$ cat src/sv/cbv_pkg.sv
`default_nettype none
package cbv_pkg;
  localparam int unsigned MaxDepthDefault = 16;
  localparam int unsigned LengthBitsDefault = 16;
  localparam int unsigned CountBits = 17;

  typedef enum logic [2:0] {
    PH_IDLE, PH_HEAD, PH_ARG, PH_PAYLOAD, PH_OK, PH_ERR
  } phase_e;

  typedef enum logic [1:0] {
    ST_OPEN  = 2'd0,
    ST_VALID = 2'd1,
    ST_BAD   = 2'd2
  } status_e;

  typedef enum logic [1:0] {
    CT_IDLE, CT_BYTE, CT_POP, CT_SEND
  } ctrl_e;

  // Command from controller to datapath.
  typedef struct packed {
    logic load;   // capture input beat
    logic step;   // process captured byte
    logic pop;    // run one pop iteration
  } cmd_t;

  // Status from datapath to controller.
  typedef struct packed {
    logic pop_more;  // pop sequence still running
  } sts_t;
endpackage
`default_nettype wire

$ cat src/sv/cbv_datapath.sv
`default_nettype none
module cbv_datapath #(
  parameter int unsigned MaxDepth   = cbv_pkg::MaxDepthDefault,
  parameter int unsigned LengthBits = cbv_pkg::LengthBitsDefault
) (
  input  wire logic        clk_i,
  input  wire logic        rst_ni,
  input  wire logic [7:0]  data_byte_i,
  input  wire logic [15:0] bytes_after_i,
  input  wire logic        start_req_i,
  input  wire cbv_pkg::cmd_t cmd_i,
  output cbv_pkg::sts_t    sts_o,
  output logic [1:0]       status_o
);
  import cbv_pkg::*;

  localparam int unsigned LvlBits = $clog2(MaxDepth + 1);
  localparam int unsigned IdxBits = (MaxDepth > 1) ? $clog2(MaxDepth) : 1;
  localparam int unsigned RemBits = (LengthBits < 16) ? LengthBits : 16;

  phase_e phase_q, phase_d;
  logic [2:0]  major_q, major_d;
  logic [63:0] arg_q, arg_d;
  logic [3:0]  abl_q, abl_d;
  logic [3:0]  aw_q, aw_d;
  logic [15:0] pbl_q, pbl_d;
  logic [LvlBits-1:0] lvl_q, lvl_d;
  logic [CountBits-1:0] cnt_q [MaxDepth];
  logic        cnt_we;
  logic [IdxBits-1:0] cnt_wa;
  logic [CountBits-1:0] cnt_wd;
  logic [7:0]  byte_q;
  logic [RemBits-1:0] rem_q;
  logic        start_q;
  logic [1:0]  st_q, st_d;
  logic        pop_q, pop_d;

  always_ff @(posedge clk_i or negedge rst_ni) begin
    if (!rst_ni) begin
      phase_q <= PH_IDLE;
      major_q <= '0;
      arg_q   <= '0;
      abl_q   <= '0;
      aw_q    <= '0;
      pbl_q   <= '0;
      lvl_q   <= '0;
      st_q    <= ST_OPEN;
      pop_q   <= 1'b0;
    end else begin
      phase_q <= phase_d;
      major_q <= major_d;
      arg_q   <= arg_d;
      abl_q   <= abl_d;
      aw_q    <= aw_d;
      pbl_q   <= pbl_d;
      lvl_q   <= lvl_d;
      st_q    <= st_d;
      pop_q   <= pop_d;
    end
  end

  always_ff @(posedge clk_i) begin
    if (cmd_i.load) begin
      byte_q  <= data_byte_i;
      rem_q   <= bytes_after_i[RemBits-1:0];
      start_q <= start_req_i;
    end
    if (cnt_we) begin
      cnt_q[cnt_wa] <= cnt_wd;
    end
  end

  logic [2:0]  mt;
  logic [4:0]  ai;
  logic [3:0]  need;
  logic [63:0] rem64, a, argn;
  logic [IdxBits-1:0] top;
  logic [CountBits-1:0] topc, topn;
  logic        head_ok;  // head complete path requested
  logic        elem;     // element done requested

  always_comb begin
    phase_d = phase_q;
    major_d = major_q;
    arg_d   = arg_q;
    abl_d   = abl_q;
    aw_d    = aw_q;
    pbl_d   = pbl_q;
    lvl_d   = lvl_q;
    st_d    = st_q;
    pop_d   = 1'b0;
    cnt_we  = 1'b0;
    cnt_wa  = lvl_q[IdxBits-1:0];
    cnt_wd  = '0;
    head_ok = 1'b0;
    elem    = 1'b0;
    mt      = byte_q[7:5];
    ai      = byte_q[4:0];
    need    = 4'd0;
    rem64   = 64'(rem_q);
    argn    = {arg_q[55:0], byte_q};
    a       = 64'(ai);
    top     = IdxBits'(lvl_q - LvlBits'(1));
    topc    = cnt_q[top];
    topn    = (topc != '0) ? topc - CountBits'(1) : topc;

    if (cmd_i.step) begin
      // Restart on a start beat.
      if (start_q) begin
        lvl_d   = '0;
        abl_d   = '0;
        pbl_d   = '0;
        phase_d = PH_HEAD;
      end
      st_d = ST_OPEN;
      unique case (start_q ? PH_HEAD : phase_q)
        PH_HEAD: begin
          need = (ai < 5'd24) ? 4'd0 : 4'(4'd1 << ai[1:0]);
          if ((32'(start_q ? '0 : lvl_q) + 1 > MaxDepth) || ai >= 5'd28 ||
              mt == 3'd1 || mt == 3'd6 || 64'(need) > rem64) begin
            phase_d = PH_ERR;
            st_d    = ST_BAD;
          end else begin
            major_d = mt;
            if (need == 4'd0) begin
              arg_d   = a;
              head_ok = 1'b1;
            end else begin
              arg_d   = '0;
              abl_d   = need;
              aw_d    = need;
              phase_d = PH_ARG;
            end
          end
        end
        PH_ARG: begin
          arg_d = argn;
          a     = argn;
          abl_d = (abl_q != 4'd0) ? abl_q - 4'd1 : abl_q;
          if (abl_d == 4'd0) begin
            if (major_q != 3'd7 &&
                ((aw_q == 4'd1 && a < 64'd24) || (aw_q == 4'd2 && a <= 64'hff) ||
                 (aw_q == 4'd4 && a <= 64'hffff) ||
                 (aw_q == 4'd8 && a <= 64'hffff_ffff))) begin
              phase_d = PH_ERR;
              st_d    = ST_BAD;
            end else begin
              head_ok = 1'b1;
            end
          end
        end
        PH_PAYLOAD: begin
          pbl_d = (pbl_q != '0) ? pbl_q - 16'd1 : pbl_q;
          if (pbl_d == '0) elem = 1'b1;
        end
        PH_OK: st_d = ST_VALID;
        PH_IDLE, PH_ERR: st_d = ST_BAD;
        default: st_d = ST_BAD;
      endcase

      if (head_ok) begin
        unique case (major_d)
          3'd0: elem = 1'b1;
          3'd2, 3'd3: begin
            if (a > rem64) begin
              phase_d = PH_ERR;
              st_d    = ST_BAD;
            end else if (a == '0) begin
              elem = 1'b1;
            end else begin
              pbl_d   = a[15:0];
              phase_d = PH_PAYLOAD;
            end
          end
          3'd4, 3'd5: begin
            if ((major_d == 3'd4) ? (a > rem64) : (a > (rem64 >> 1))) begin
              phase_d = PH_ERR;
              st_d    = ST_BAD;
            end else if (a == '0) begin
              elem = 1'b1;
            end else if (32'(lvl_d) >= MaxDepth) begin
              phase_d = PH_ERR;
              st_d    = ST_BAD;
            end else begin
              cnt_we  = 1'b1;
              cnt_wa  = lvl_d[IdxBits-1:0];
              cnt_wd  = (major_d == 3'd4) ? a[CountBits-1:0]
                                          : {a[CountBits-2:0], 1'b0};
              lvl_d   = lvl_d + LvlBits'(1);
              phase_d = PH_HEAD;
            end
          end
          3'd7: begin
            if (a == 64'd20 || a == 64'd21 || a == 64'd22) begin
              elem = 1'b1;
            end else begin
              phase_d = PH_ERR;
              st_d    = ST_BAD;
            end
          end
          default: begin
            phase_d = PH_ERR;
            st_d    = ST_BAD;
          end
        endcase
      end

      if (elem) begin
        // Close containers one level per pop cycle.
        if (lvl_d == '0) begin
          phase_d = PH_OK;
          st_d    = ST_VALID;
        end else begin
          pop_d = 1'b1;
        end
      end
      if (!pop_d && st_d == ST_OPEN && rem_q == '0 && phase_q != PH_OK) begin
        phase_d = PH_ERR;
        st_d    = ST_BAD;
      end
    end else if (cmd_i.pop) begin
      cnt_we = 1'b1;
      cnt_wa = top;
      cnt_wd = topn;
      if (topn != '0) begin
        phase_d = PH_HEAD;
        st_d    = (rem_q == '0) ? ST_BAD : ST_OPEN;
        if (rem_q == '0) phase_d = PH_ERR;
      end else begin
        lvl_d = lvl_q - LvlBits'(1);
        if (lvl_d == '0) begin
          phase_d = PH_OK;
          st_d    = ST_VALID;
        end else begin
          pop_d = 1'b1;
        end
      end
    end else begin
      pop_d = pop_q;
    end
  end

  assign sts_o.pop_more = pop_q;
  assign status_o = st_q;

`ifndef NO_ASSERTIONS
  a_lvl_range: assert property (@(posedge clk_i) disable iff (!rst_ni)
    32'(lvl_q) <= MaxDepth) else $error("nesting level out of range");
  a_status_code: assert property (@(posedge clk_i) disable iff (!rst_ni)
    st_q != 2'd3) else $error("illegal status code");
  a_pop_level: assert property (@(posedge clk_i) disable iff (!rst_ni)
    pop_q |-> lvl_q != '0) else $error("pop with no open container");
`endif
endmodule
`default_nettype wire

$ cat src/sv/cbv_ctrl.sv
`default_nettype none
module cbv_ctrl (
  input  wire logic clk_i,
  input  wire logic rst_ni,
  input  wire logic in_valid_i,
  output logic      in_stall_o,
  output logic      out_valid_o,
  input  wire logic out_stall_i,
  input  wire cbv_pkg::sts_t sts_i,
  output cbv_pkg::cmd_t cmd_o
);
  import cbv_pkg::*;

  ctrl_e state_q, state_d;

  always_ff @(posedge clk_i or negedge rst_ni) begin
    if (!rst_ni) state_q <= CT_IDLE;
    else state_q <= state_d;
  end

  always_comb begin
    state_d = state_q;
    unique case (state_q)
      CT_IDLE: if (in_valid_i) state_d = CT_BYTE;
      CT_BYTE: state_d = CT_POP;
      CT_POP:  if (!sts_i.pop_more) state_d = CT_SEND;
      CT_SEND: if (!out_stall_i) state_d = CT_IDLE;
      default: state_d = CT_IDLE;
    endcase
  end

  always_comb begin
    cmd_o       = '0;
    in_stall_o  = (state_q != CT_IDLE);
    out_valid_o = (state_q == CT_SEND);
    unique case (state_q)
      CT_IDLE: cmd_o.load = in_valid_i;
      CT_BYTE: cmd_o.step = 1'b1;
      CT_POP:  cmd_o.pop  = sts_i.pop_more;
      CT_SEND: ;
      default: ;
    endcase
  end

`ifndef NO_ASSERTIONS
  a_one_cmd: assert property (@(posedge clk_i) disable iff (!rst_ni)
    $onehot0({cmd_o.load, cmd_o.step, cmd_o.pop})) else $error("command clash");
  a_step_after_load: assert property (@(posedge clk_i) disable iff (!rst_ni)
    cmd_o.load |=> cmd_o.step) else $error("load not followed by step");
  a_send_holds: assert property (@(posedge clk_i) disable iff (!rst_ni)
    (out_valid_o && out_stall_i) |=> out_valid_o) else $error("result dropped");
`endif
endmodule
`default_nettype wire

$ cat src/sv/cbor_item_skip_validator.sv
`default_nettype none
// CBOR item validator, restricted profile: feed one buffer byte per input
// beat with the count of bytes behind it and a start flag; each beat
// returns one status beat (0 open, 1 valid, 2 malformed). Each beat runs
// through capture, step, pop check and send before the next input is
// accepted; the controller's pop loop over the per-level count registers
// runs once for each open container level that a completed element visits
// on its way up, and the send holds while the result is stalled.
module cbor_item_skip_validator #(
  parameter int unsigned MaxDepth   = cbv_pkg::MaxDepthDefault,
  parameter int unsigned LengthBits = cbv_pkg::LengthBitsDefault
) (
  input  wire logic        clk_i,
  input  wire logic        rst_ni,
  input  wire logic        in_valid_i,
  output logic             in_stall_o,
  input  wire logic [7:0]  data_byte_i,
  input  wire logic [15:0] bytes_after_i,
  input  wire logic        start_req_i,
  output logic             out_valid_o,
  input  wire logic        out_stall_i,
  output logic [1:0]       status_o
);
  import cbv_pkg::*;

  cmd_t cmd;
  sts_t sts;

  // Sequence each beat: capture, step, pop, send.
  cbv_ctrl u_ctrl (
    .clk_i, .rst_ni, .in_valid_i, .in_stall_o, .out_valid_o, .out_stall_i,
    .sts_i(sts), .cmd_o(cmd)
  );

  // Hold head, argument, payload and nesting state.
  cbv_datapath #(.MaxDepth(MaxDepth), .LengthBits(LengthBits)) u_dp (
    .clk_i, .rst_ni, .data_byte_i, .bytes_after_i, .start_req_i,
    .cmd_i(cmd), .sts_o(sts), .status_o
  );
endmodule
`default_nettype wire

$ cat config.mk
export PLATFORM = sky130hd
export DESIGN_NAME = cbor_item_skip_validator
export DESIGN_NICKNAME = d
export VERILOG_FILES = /design/src/sv/cbv_pkg.sv /design/src/sv/cbv_datapath.sv /design/src/sv/cbv_ctrl.sv /design/src/sv/cbor_item_skip_validator.sv
export SDC_FILE = /design/constraint.sdc
export NUM_CORES = 1
export LEC_CHECK = 0
export BUFFER_PORTS_ARGS = -buffer_cell sky130_fd_sc_hd__buf_4
export CAP_MARGIN = 20
export CORE_UTILIZATION = 40
export DETAILED_ROUTE_END_ITERATION = 10
export PLACE_DENSITY = 0.65
export SKIP_CTS_REPAIR_TIMING = 1
export SLEW_MARGIN = 20
export SYNTH_ARGS = -nofsm -noshare
export SYNTH_HDL_FRONTEND = slang
export SYNTH_HIERARCHICAL = 1
export SYNTH_SLANG_ARGS = --single-unit
$ cat constraint.sdc
create_clock -name clk_i -period 7.4 [get_ports clk_i]
set_clock_uncertainty 0.15 [all_clocks]
set_input_delay 0 -clock clk_i [delete_from_list [all_inputs] [get_ports clk_i]]
set_output_delay 0 -clock clk_i [all_outputs]
set_load 0.01 [all_outputs]
# After elaboration in Yosys (flattened, before gate mapping)
# Memories as Yosys holds them, arrays and structs flattened.
# Cells that the tools add are included.
dict set report word_totals {
  register_bits 121
  ram_bits 272
  inputBits 29
  output_inout_bits 4
  word_cells 235
  memories 1
}
# memory words word_bits rd rd_clocked_by_memory_dff wr line
set mem_list {}
lappend mem_list {u_dp.cnt_q 16 17 1 0 1 cbv_datapath.sv:28} ;# logic [CountBits-1:0] cnt_q [MaxDepth];
dict set report op_classes {
  n_addsub 6
  order_cmp 11
  eq_ne 28
  shifts 1
  muxes 130
  bitwise_logic 2
  reduce_logical 43
}
# op n
set op_table {}
lappend op_table {{equality test 64 x 5 -> 1 bit (second input constant)} 3}
lappend op_table {{two-way mux 17 bit} 9}
lappend op_table {{two-way mux 64 bit} 2}
lappend op_table {{two-way mux 16 bit} 7}
lappend op_table {{one-hot mux 56 bit (2 select lines)} 1}
lappend op_table {{two-way mux 3 bit} 23}
lappend op_table {{two-way mux 5 bit} 13}
lappend op_table {{greater-than comparator 64 x 15 -> 1 bit} 1}
lappend op_table {{greater-than comparator 64 x 16 -> 1 bit} 1}
lappend op_table {{less-or-equal comparator 64 x 16 -> 1 bit (second input constant)} 1}
lappend op_table {{less-or-equal comparator 64 x 32 -> 1 bit (second input constant)} 1}
lappend op_table {{less-or-equal comparator 64 x 8 -> 1 bit (second input constant)} 1}
lappend op_table {{zero test 64 bit} 1}
lappend op_table {{less-than comparator 64 x 5 -> 1 bit (second input constant)} 1}
lappend op_table {{two-way mux 56 bit} 1}
lappend op_table {{two-way mux 4 bit} 12}
lappend op_table {{two-way mux 2 bit} 21}
lappend op_table {{nonzero test 17 bit} 2}
lappend op_table {{two-way mux 1 bit} 33}
lappend op_table {{adder 32 x 1 -> 32 bit (second input constant)} 1}
lappend op_table {{greater-than comparator 32 x 5 -> 1 bit (second input constant)} 1}
lappend op_table {{zero test 16 bit} 2}
lappend op_table {{one-hot mux 2 bit (4 select lines)} 3}
lappend op_table {{subtractor 17 x 1 -> 17 bit (second input constant)} 1}
lappend op_table {{40 further kinds} 79}

# Logic depth before layout (Yosys ltp)
# Gate-level depths: netlist of the first run.
dict set report depth {
  ltp_word 26
  ltp_mapped 21
  ltp_nobuf 16
}

# Hierarchy
# The synthesis of the first run kept the hierarchy.
# module n_inst cells_each area_per_inst_um2 seq_area_each_um2
set by_module_without_submodules {}
lappend by_module_without_submodules {cbv_datapath 1 1458 19279.7 11270.8}
lappend by_module_without_submodules {cbv_ctrl 1 17 180.2 50.0}

# Worst setup path before layout of the first run
# No wires, ideal clock.
dict set report synth_path {
  kind {reg-to-reg}
  startpoint {register u_dp.lvl_q[0]}
  endpoint {register u_dp.lvl_q[4]}
  setup_ns 0.082
  arrival_time_ns 4.943
  required_ns 7.168
  path_slack_ns 2.225
  path_stages_with_launch 22
  path_buffers 6
  synth_period_minus_slack_ns 5.175
  path_cell_list {dfrtp_1 buf_6 inv_1 buf_2 ha_1 buf_2 inv_1 buf_2 buf_2 mux4_2 mux2i_1 nand2_1 nand2_1 ha_1 buf_1 nand2_1 a2111oi_2 xnor2_1 and4bb_2 nand4_4 or3_1 a31oi_1}
}
dict set report synth_between {
  elab_chain_cells 17
  word_cells_on_any_way 38
  classes_between {add/sub (4); order compare (2); eq/ne (3); mux (20); reduce/logical (8); memory (1)}
}
# element line
set synth_rtl {}
lappend synth_rtl {{start: declaration} cbv_datapath.sv:27} ;# logic [LvlBits-1:0] lvl_q, lvl_d;
lappend synth_rtl {{start signal: assignment} cbv_datapath.sv:56} ;# lvl_q <= lvl_d;
lappend synth_rtl {{two-way mux 5 bit} {cbv_datapath.sv:109, cbv_datapath.sv:119}}
lappend synth_rtl {{adder 32 x 1 -> 32 bit} cbv_datapath.sv:119} ;# if ((32'(start_q ? '0 : lvl_q) + 1 > MaxDepth) || ai >= 5'd28 ||
lappend synth_rtl {{greater-than comparator 32 x 5 -> 1 bit} cbv_datapath.sv:119}
lappend synth_rtl {{logical OR 1 bit (2 in series)} cbv_datapath.sv:119}
lappend synth_rtl {{logical OR 1 bit (2 in series)} cbv_datapath.sv:120} ;# mt == 3'd1 || mt == 3'd6 || 64'(need) > rem64) begin
lappend synth_rtl {{two-way mux 3 bit} cbv_datapath.sv:119}
lappend synth_rtl {{two-way mux 3 bit} cbv_datapath.sv:116} ;# unique case (start_q ? PH_HEAD : phase_q)
lappend synth_rtl {{two-way mux 3 bit} cbv_datapath.sv:107} ;# if (cmd_i.step) begin
lappend synth_rtl {{equality test 3 bit} {cbv_datapath.sv:162, cbv_datapath.sv:176}}
lappend synth_rtl {{two-way mux 1 bit} cbv_datapath.sv:176} ;# if ((major_d == 3'd4) ? (a > rem64) : (a > (rem64 >> 1))) begin
lappend synth_rtl {{two-way mux 5 bit} cbv_datapath.sv:176}
lappend synth_rtl {{two-way mux 5 bit} cbv_datapath.sv:162} ;# unique case (major_d)
lappend synth_rtl {{two-way mux 5 bit} cbv_datapath.sv:161} ;# if (head_ok) begin
lappend synth_rtl {{two-way mux 5 bit (2 in series)} cbv_datapath.sv:107}
# Parallel ways exist; a longest one is shown, timed or not. The select of a mux whose other input is x is not followed.
# A chain may end at the register's enable or synchronous reset.

# Worst setup path in the final report of the first run
dict set report layout_path {
  startpoint {register u_dp.lvl_q[0]}
  endpoint {memory u_dp.cnt_q[1][3] (enable)}
}
dict set report layout_between {
  elab_chain_cells 18
  word_cells_on_any_way 36
  classes_between {add/sub (2); order compare (2); eq/ne (2); mux (25); reduce/logical (5)}
}
# element line
set layout_rtl {}
lappend layout_rtl {{two-way mux 5 bit} {cbv_datapath.sv:109, cbv_datapath.sv:119}}
lappend layout_rtl {{adder 32 x 1 -> 32 bit} cbv_datapath.sv:119}
lappend layout_rtl {{greater-than comparator 32 x 5 -> 1 bit} cbv_datapath.sv:119}
lappend layout_rtl {{logical OR 1 bit (2 in series)} cbv_datapath.sv:119}
lappend layout_rtl {{logical OR 1 bit (2 in series)} cbv_datapath.sv:120}
lappend layout_rtl {{two-way mux 3 bit} cbv_datapath.sv:119}
lappend layout_rtl {{two-way mux 3 bit} cbv_datapath.sv:116}
lappend layout_rtl {{two-way mux 3 bit} cbv_datapath.sv:107}
lappend layout_rtl {{equality test 3 bit} {cbv_datapath.sv:162, cbv_datapath.sv:176}}
lappend layout_rtl {{two-way mux 1 bit (2 in series)} cbv_datapath.sv:176}
lappend layout_rtl {{two-way mux 1 bit} cbv_datapath.sv:162}
lappend layout_rtl {{two-way mux 1 bit} cbv_datapath.sv:161}
lappend layout_rtl {{two-way mux 1 bit} cbv_datapath.sv:107}
lappend layout_rtl {{two-way mux 1 bit} cbv_datapath.sv:68} ;# if (cnt_we) begin
lappend layout_rtl {{two-way mux 1 bit (not written as such)} cbv_datapath.sv:69} ;# cnt_q[cnt_wa] <= cnt_wd;
lappend layout_rtl {{end: declaration} cbv_datapath.sv:28}
# Parallel ways exist; a longest one is shown, timed or not. The select of a mux whose other input is x is not followed.

==> metrics.yaml, run 1 <==
slowest_stage: "dfrtp_4"
setup_ws_ps: 1400
timing.rr.end: "u_dp/cnt_q[1][3]$_DFFE_PP_"
grt_pass1_vias: 12902
syn-cell-area_sq_mm: 0.0195
hold_ws_ps: -9.31
setup_viol: 0
cpPeakStageDelay_ps: 920
synth_area_leaders: "edfxtp_1, dfrtp_1, mux4_2"
synth_warnings: 6
wl_per_cell_um: 23.0
syn_nets: 1554
min_period_ps: 6000
row_count: 80
slew_headroom_pct: 35.2
cts_tree: "done"
ff2ff_setup_slack_ps: 1400
min_to: "u_dp/rem_q[6]$_DFFE_PP_"
synth-edff-count: 297
finalPower_mw: 8.04
power_density_mw_per_mm2: 359
grt_max_degree: 77
gr-usage-all-layers_pct: 20.4
synth_largest_area_cell: "edfxtp_1"
postRouteAntennaNets: 0
htree_levels: 2
cp-end-kind: "flip-flop"
coreArea_sq_mm: 0.0478
drc: 0
power_leakage_nw: 8.23
worstSetupPathType: "reg -> reg"
min_path_cells: 2
cts_max_path_buffers: 3
clk_latency_ps: 600
ys_types: 92
report.final.slew_viol_count: 0
ys_seq_area_share_pct: 58.2
grt_antenna_before_repair: 0
start_util_pct: 40.7
r2r_cells: 16
clk_pin_slew_ps: 60
drt_iter0_drc: 1488
gp_congestion: 0.990
synthCells: 1475
final_cell_mix: "edfxtp_1, dfrtp_1, nand2_1, nor2_1, buf_4"
fmax_mhz: 167
final_common_cell: "edfxtp_1"
die-area_sq_mm: 0.0495
num_vias: 13275
pre_cts_ws_ps: 1430
die_h_um: 223
rsz0062_at_grt: "false"
worstMarginPinSlew_ps: 972
peakVddDrop_mv: 0.212
diodes: 0
r2r_start: "u_dp/lvl_q[0]$_DFFE_PN0P_"
drtPass1Iterations: 5
layout.nets: 1647
ys.flop_type: "edfxtp_1"
min_period_over_period_pct: 81.1
setup_tns_ps: 0
worstSetupStartpointType: "flip-flop"
globalRoute.totalOverflow: 0
syn_avg_cell_area_sq_um: 13.2
wirelength_um: 50900
drive_above_1_share_pct: 17.4
synth_top_area_share_pct: 45.8
vias_per_cell: 5.99
utilization_pct: 46.8
syn2layout_area_growth_pct: 15.1
io_pins: 33
dp_hpwl_um: 34000
cp_max_fo: 41
hp-class: "in -> reg"
arrival_ps: 6130
required_ps: 7530
cp_cell_sequence: "inv_1 -> nor2_1 -> ha_1 -> nand3_1 -> ha_1 -> o311a_1 -> nor4_4 -> buf_4 -> mux2i_1 -> nand3_1 -> and4_1 -> and2_1 -> a21o_1 -> o32a_1 -> nor2_2 -> buf_4"
cts_sinks: 393
maxCapViolations: 0
ys_seq_elements: 393
port_buffers: 32
die_w_um: 223
cts_made_buffers: 43
outcome: "finished with violations"
grt_pass1_wl_um: 78100
hold_viol: 5
async_flop_share_pct: 24.4
min_from: "bytes_after_i[6]"
cts_root_buffer: "clkbuf_16"
violations: "negative hold slack"
## registers in the layout, indices dropped and copies added (netlist names), 3 cells and up
| signal | cells |
|---|---|
| u_dp/abl_q | 4 |
| u_dp/arg_q | 56 |
| u_dp/aw_q | 4 |
| u_dp/byte_q | 8 |
| u_dp/cnt_q | 272 |
| u_dp/lvl_q | 5 |
| u_dp/major_q | 3 |
| u_dp/pbl_q | 16 |
| u_dp/phase_q | 3 |
| u_dp/rem_q | 16 |
## where the power goes
| part | internal, mW | switching [mW] |
|---|---|---|
| logic | 1.12 | 1.85 |
| registers | 2.68 | 0.240 |
| clock network | 1.25 | 0.907 |
## per-stage QoR
stage          hold WS (ps)  cell area, sq um  instances
3_3_place_gp           -234             20500       2095
6_report              -9.31             22400       2216
5_1_grt               -2.91             22400       2216
4_1_cts                -852             22000       2173
2_1_floorplan          -446             19500       1475
3_5_place_dp           -238             20500       2095
## cell usage after synthesis, drive strengths merged (35+ instances only)
cell type	number
buf	35
mux2i	81
mux4	55
ha	50
clkbuf	45
inv	43
dfrtp	96
edfxtp	297
o21ai	52
a21oi	56
a22o	62
nand2	94
nor2	106
## critical path: cells and delay by family (launching register included)
kind,cells,cell delay [ps]
fa+ha+maj,2,650
buf+inv,3,800
flops,1,920
mux,1,420
simple gates,7,2030
compound gates,3,690
## kinds of logic (layout without fill, tap and decap cells)
kind of cell	count (synthesis)	count (layout)	synth area share, %
flip-flops	393	393	58.2
adder cells (fa/ha/maj)	50	50	3.21
AND/OR/NAND/NOR	414	414	11.0
multiplexers	157	157	11.8
AO/OA/AOI/OAI	313	313	11.7
buffers and inverters	124	250	2.99
XOR/XNOR	24	24	1.16
## per-layer routing
metal  global-route usage [%]  share of wire, %  vias to the layer above
li1                         -                 -                     5957
met1                     28.5                44                     6694
met2                     32.6                47                      534
met3                     2.68               6.2                       90
met4                     7.65               2.9                        0
met5                        0                 0                        -
## cell type report
type                       count  area [sq um]
fill                        4149         25400
sequential                   393         11300
multi-input combinational    958          7640
clock buffer                  48          1130
timing repair buffer         128          1090
tap                          615           769
clock inverter                30           293
inverter                      44           165
## how the worst max path moves through the flow
stage | startpoint | endpoint | slack, ps
6_report | u_dp/lvl_q[0]$_DFFE_PN0P_ | u_dp/cnt_q[1][3]$_DFFE_PP_ | 1400
5_1_grt | u_dp/lvl_q[0]$_DFFE_PN0P_ | u_dp/cnt_q[1][3]$_DFFE_PP_ | 1010
2_1_floorplan | u_dp/lvl_q[0]$_DFFE_PN0P_ | u_dp/lvl_q[4]$_DFFE_PN0P_ | 2230
3_3_place_gp | u_dp/lvl_q[0]$_DFFE_PN0P_ | u_dp/lvl_q[4]$_DFFE_PN0P_ | 1520
3_5_place_dp | u_dp/lvl_q[0]$_DFFE_PN0P_ | u_dp/cnt_q[1][4]$_DFFE_PP_ | 1430
4_1_cts | u_dp/lvl_q[0]$_DFFE_PN0P_ | u_dp/cnt_q[1][3]$_DFFE_PP_ | 1380
No activity file was read; power rests on OpenSTA's default activity.
==> inputs of run 2 (changes only) <==
Settings changed: ABC_AREA set to 1, PLACE_DENSITY 0.65 to 0.67.
Clock period 7.4 ns to 5.5 ns, I/O delays scaled along.
==> run 2 against run 1 <==
The flow now finishes without violations. Register-to-register slack lost 1000 ps. First-iteration DRC count fell by 1.9%. Non-clock buffer count fell by 20. Combinational power up 120%. Wire length is 4.0% higher. Via count is 17% higher. Die area grew 0.67%. Sequential cell count did not move. Synthesized area grew 0.68%. Sequential share of layout area increased by 0.18 points. Critical endpoint is now u_dp/cnt_q[14][11]$_DFFE_PP_. Highest routed layer unchanged.
==> metrics.yaml, run 2 <==
grt_pass1_wl_um: 82600  # +5.8%
min_period_over_period_pct: 93.2  # +12 points
synth_largest_area_cell: "edfxtp_1"
hold_ws_ps: 6.10  # +15.4 ps
port_buffers: 32  # unchanged
diodes: 0  # unchanged
cp_common_cell: "nand2_1"
ys_types: 48  # -48%
drc: 0  # unchanged
worstSetupStartpointType: "flip-flop"
synth_common_cells: "nor2_1, edfxtp_1, nand2_1"
required_ps: 5530  # -2000 ps
cts_sinks: 393  # unchanged
final_cell_mix: "nor2_1, edfxtp_1, nand2_1, o21ai_0, inv_1"
synth_warnings: 6  # unchanged
synth.most_common_cell: "nor2_1"
reg.largest.list: "u_dp/cnt_q (272), u_dp/arg_q (56)"
worstMarginPinSlew_ps: 1090  # +114 ps
syn_nets: 2133  # +37%
critPathLaunch: "u_dp/byte_q[3]$_DFFE_PP_"
layout.nets: 2195  # +33%
postRouteAntennaNets: 0  # unchanged
io_pins: 33  # unchanged
min_from: "bytes_after_i[0]"
outcome: "complete, no violations"
gp_congestion: 0.949  # -4.2%
clk_latency_ps: 560  # -40 ps
cp_cell_sequence: "nand2_1 -> nor3_1 -> ha_1 -> nand2_1 -> inv_1 -> a21oi_1 -> nor2_1 -> nor2_2 -> nand2_1 -> inv_2 -> nand3_1 -> nand2_2 -> inv_2 -> nor2_4 -> nand3_2 -> nor2_1 -> nand2_1 -> buf_4 -> nand2_1 -> nand3_1 -> nor2_2"
synth-edff-count: 297  # unchanged
globalRoute.totalOverflow: 0  # unchanged
syn_avg_cell_area_sq_um: 9.54  # -28%
r2r_start: "u_dp/byte_q[3]$_DFFE_PP_"
cts_max_path_buffers: 3  # unchanged
place_area_sq_mm: 0.0206  # +0.33%
maxCapViolations: 0  # unchanged
min_path_cells: 2  # unchanged
setup_viol: 0  # unchanged
peakVddDrop_mv: 0.344  # +62%
r2r_cells: 21  # +5
hp-class: "in -> reg"
grt_max_degree: 140  # +82%
cts_made_buffers: 42  # -2.3%
cp_max_fo: 17  # -59%
min_to: "u_dp/rem_q[0]$_DFFE_PP_"
setup_ws_ps: 371  # -1030 ps
die-area_sq_mm: 0.0499  # +0.67%
ys_seq_area_share_pct: 57.8  # -0.39 points
critPathBufInv: 4  # +1
timing.rr.end: "u_dp/cnt_q[14][11]$_DFFE_PP_"
fin_area_sq_mm: 0.0223  # -0.36%
htree_levels: 2  # unchanged
final_common_cell: "nor2_1"
gr-usage-all-layers_pct: 21.0  # +0.55 points
min_period_ps: 5130  # -870 ps
die_w_um: 223  # +0.33%
vias_per_cell: 5.61  # -6.3%
die_h_um: 223  # +0.33%
synth_top_area_share_pct: 45.5  # -0.31 points
row_count: 80  # unchanged
pre_cts_ws_ps: 423  # -1000 ps
largest_register: "u_dp/cnt_q"
rsz0062_at_grt: "true"
start_util_pct: 40.8  # +0.10 points
cp-end-kind: "flip-flop"
syn2layout_area_growth_pct: 14.0
wl_per_cell_um: 19.1  # -17%
dp_hpwl_um: 34900  # +2.8%
fmax_mhz: 195  # +17%
synth_area_leaders: "edfxtp_1, dfrtp_1, nor2_1"
worstSetupPathType: "reg -> reg"
nFillCells: 4438  # +7.0%
slowest_stage: "nor2_2"
path_delay_family: "simple AND/OR/NAND/NOR gates"
hold_viol: 0  # -5
async_flop_share_pct: 24.4  # unchanged
synthCells: 2054  # +39%
power_leakage_nw: 8.84  # +7.3%
cts_tree: "done"
syn-cell-area_sq_mm: 0.0196  # +0.68%
ff2ff_setup_slack_ps: 370  # -1030 ps
ys.flop_type: "edfxtp_1"
slew_headroom_pct: 27.4  # -7.8 points
grt_antenna_before_repair: 0  # unchanged
drt_iter0_drc: 1459  # -1.9%
grt_pass1_vias: 14705  # +14%
num_vias: 15519  # +17%
power_density_mw_per_mm2: 589  # +64%
cts_root_buffer: "clkbuf_16"
largest_reg_flops: 272  # unchanged
finalPower_mw: 13.2  # +64%
drtPass1Iterations: 5  # unchanged
drive_above_1_share_pct: 9.72  # -7.6 points
coreArea_sq_mm: 0.0480  # +0.42%
ys_seq_elements: 393  # unchanged
report.final.slew_viol_count: 0  # unchanged
cpPeakStageDelay_ps: 820  # -100 ps
wirelength_um: 52900  # +4.0%
clk_pin_slew_ps: 70  # about the same
arrival_ps: 5160  # -970 ps
-- run 2: worst max-delay path by stage --
stage                                              end  slack [ps]  cells past startpoint
after floorplan             u_dp/cnt_q[0][0]$_DFFE_PP_        1050                     23
after global placement     u_dp/cnt_q[14][4]$_DFFE_PP_         510                     21
after detailed placement   u_dp/cnt_q[14][4]$_DFFE_PP_         420                     21
after CTS                 u_dp/cnt_q[14][12]$_DFFE_PP_         420                     23
after global routing      u_dp/cnt_q[14][14]$_DFFE_PP_         -50                     23
final                     u_dp/cnt_q[14][11]$_DFFE_PP_         370                     21
-- run 2: per-stage QoR --
stage / std cells / TNS, ps / util (%)
after floorplan: 2054 / 0 / -
after global placement: 2655 / 0 / 42.9
after detailed placement: 2655 / 0 / 42.9
after CTS: 2733 / 0 / 45.7
after global routing: 2765 / -1030 / 46.5
final: 2765 / 0 / 46.5
-- run 2: routing by layer --
metal  vias up  global-route usage [%]  share of wire (%)
met5         -                       0                  0
met4         0                    6.87                3.1
met3       110                    2.81                6.8
met2       650                    34.9                 48
met1      7445                    28.4                 43
li1       7314                       -                  -
-- run 2: power breakdown --
group,total (mW),internal (mW),switching [mW]
combinational,6.47,1.85,4.63
clock,2.84,1.67,1.18
sequential,3.84,3.66,0.181
-- run 2: final cells by class --
class | count | area [sq um] | share of cell area (%)
Clock buffer | 47 | 1090 | 4.89
Clock inverter | 31 | 282 | 1.26
Sequential cell | 393 | 11300 | 50.7
Inverter | 198 | 752 | 3.37
Multi-Input combinational cell | 1373 | 7160 | 32.1
Timing Repair Buffer | 108 | 946 | 4.24
Tap cell | 615 | 769 | 3.45
-- run 2: logic make-up (layout without fill, tap and decap cells) --
kind of cell | count (synthesis) | count (layout) | synth area share, %
and+or+nand+nor | 863 | 863 | 18.9
AOI/OAI and AO/OA | 448 | 448 | 13.4
DFF | 393 | 393 | 57.8
buffers and inverters | 288 | 384 | 6.03
adders and majority gates | 50 | 50 | 3.19
xor gates and xnor gates | 12 | 12 | 0.632
==> inputs of run 3 (changes only) <==
Settings changed: CORE_MARGIN set to 2, GPL_TIMING_DRIVEN set to 0.
==> run 3 against run 2 <==
The flow now finishes with violations (negative hold slack). Core utilization grew 1.7 points. Wire length grew 11%. Hold slack lost 60 ps. Critical endpoint is now u_dp/cnt_q[3][14]$_DFFE_PP_. Highest routed layer unchanged.
==> metrics.yaml, run 3 (same netlist as run 2, synthesis figures left out) <==
die_h_um: 225  # +0.90%
grt_pass1_wl_um: 88300  # +7.0%
vias_per_cell: 5.67  # +1.1%
port_buffers: 32  # unchanged
wirelength_um: 58900  # +11%
postRouteAntennaNets: 0  # unchanged
required_ps: 5660  # +130 ps
fin_cells: 2883  # +4.3%
slowest_stage: "edfxtp_1"
worstSetupStartpointType: "flip-flop"
violations: "negative hold slack"
min_period_ps: 5280  # +147 ps
globalRoute.totalOverflow: 0  # unchanged
final_cell_mix: "nor2_1, edfxtp_1, nand2_1, o21ai_0, inv_1"
hold_viol: 98  # +98
worstSetupPathType: "reg -> reg"
setup_viol: 0  # unchanged
grt_max_degree: 97  # -31%
largest_register: "u_dp/cnt_q"
peakVddDrop_mv: 0.340  # -1.4%
maxCapViolations: 0  # unchanged
setup_ws_ps: 224  # -147 ps
htree_levels: 2  # unchanged
drt_iter0_drc: 1814  # +24%
cp_max_fo: 10  # -7
finalPower_mw: 13.6  # +3.3%
hold_ws_ps: -53.6  # -59.7 ps
post-place-cells: 2723  # +2.6%
row_count: 81  # +1.3%
drtPass1Iterations: 5  # unchanged
clk_latency_ps: 610  # +50 ps
coreArea_sq_mm: 0.0486  # +1.3%
dp_hpwl_um: 40200  # +15%
drc: 0  # unchanged
die-area_sq_mm: 0.0508  # +1.8%
power_density_mw_per_mm2: 580  # -1.5%
wl_per_cell_um: 20.4  # +6.9%
cp_cell_sequence: "inv_2 -> buf_4 -> nand2_4 -> nor3_4 -> inv_2 -> clkbuf_2 -> nor2_2 -> ha_1 -> nand2_1 -> inv_1 -> o21ai_0 -> a21oi_1 -> nor2_1 -> nand2_1 -> nand2_1 -> nand2_1 -> nand4_1 -> nand3_2 -> inv_1 -> nand2_1 -> a31oi_1 -> nand3_2 -> nor2_4 -> buf_4"
largest_reg_flops: 272  # unchanged
pre_cts_ws_ps: -429  # -852 ps
clk_pin_slew_ps: 70  # about the same
cts_sinks: 393  # unchanged
report.final.slew_viol_count: 0  # unchanged
power_leakage_nw: 9.21  # +4.3%
hp-class: "in -> async"
die_w_um: 225  # +0.90%
fin_area_sq_mm: 0.0234  # +4.9%
cpPeakStageDelay_ps: 510  # -310 ps
start_util_pct: 40.3  # -0.50 points
gp_congestion: 0.928  # -2.2%
nFillCells: 4442  # +0.090%
cp-end-kind: "flip-flop"
final_common_cell: "nor2_1"
reg.largest.list: "u_dp/cnt_q (272), u_dp/arg_q (56)"
utilization_pct: 48.2  # +1.7 points
worstMarginPinSlew_ps: 1110  # +22.8 ps
setup_tns_ps: 0  # unchanged
outcome: "finished with violations"
arrival_ps: 5430  # +270 ps
gr-usage-all-layers_pct: 22.8  # +1.8 points
layout.nets: 2309  # +5.2%
syn2layout_area_growth_pct: 19.6
min_period_over_period_pct: 95.9  # +2.7 points
fmax_mhz: 190  # -2.8%
cts_root_buffer: "clkbuf_16"
io_pins: 33  # unchanged
cts_max_path_buffers: 3  # unchanged
num_vias: 16355  # +5.4%
cts_tree: "done"
cp_common_cell: "nand2_1"
drive_above_1_share_pct: 12.5  # +2.8 points
diodes: 0  # unchanged
grt_antenna_before_repair: 0  # unchanged
slew_headroom_pct: 26.1  # -1.3 points
cts_made_buffers: 42  # unchanged
grt_pass1_vias: 15215  # +3.5%
place_area_sq_mm: 0.0211  # +2.2%
## run 3: layer usage
layer / up-vias / part of all wire (%) / global-route usage (%)
met5: - / 0 / 0
met4: 0 / 2.9 / 6.47
met3: 116 / 7.2 / 3.05
met2: 732 / 48 / 38.4
met1: 7990 / 42 / 30.8
li1: 7517 / - / -
## run 3: critical path: cells and delay by family, from the launching register on
family / cells / cell delay (ps)
AOI/OAI and AO/OA: 3 / 530
adders and majority gates: 1 / 280
DFF: 1 / 510
and+or+nand+nor: 13 / 2340
buffers and inverters: 7 / 1150
## run 3: final timing paths
check | slack (ps) | cells past startpoint | endpoint | start
max | 220 | 24 | u_dp/cnt_q[3][14]$_DFFE_PP_ | u_dp/start_q$_DFFE_PP_
min | -50 | 2 | u_dp/lvl_q[0]$_DFFE_PN0P_ | rst_ni
max reg2reg | 220 | 24 | u_dp/cnt_q[3][14]$_DFFE_PP_ | u_dp/start_q$_DFFE_PP_
min reg2reg | 360 | 2 | u_dp/abl_q[0]$_DFFE_PN0P_ | u_dp/abl_q[0]$_DFFE_PN0P_
max in group asynchronous | 4650 | 2 | u_dp/lvl_q[0]$_DFFE_PN0P_ | rst_ni
min in group clk_i | 0 | 2 | u_dp/rem_q[4]$_DFFE_PP_ | bytes_after_i[4]
## run 3: layout make-up
cell class,instances,area (sq um),area share [%]
Sequential cell,393,11300,48.3
Clock inverter,21,205,0.876
Buffer,88,428,1.83
Tap cell,622,778,3.32
Clock buffer,54,1100,4.68
Multi-Input combinational cell,1373,7430,31.7
Timing Repair Buffer,134,1420,6.04
Inverter,198,752,3.21
## run 3: power breakdown
group          switching, mW  total [mW]  leakage (nW)  internal [mW]
Combinational           5.03        7.06          4.53           2.02
Sequential             0.180        3.84          4.05           3.66
Clock                   1.22        2.70         0.632           1.48
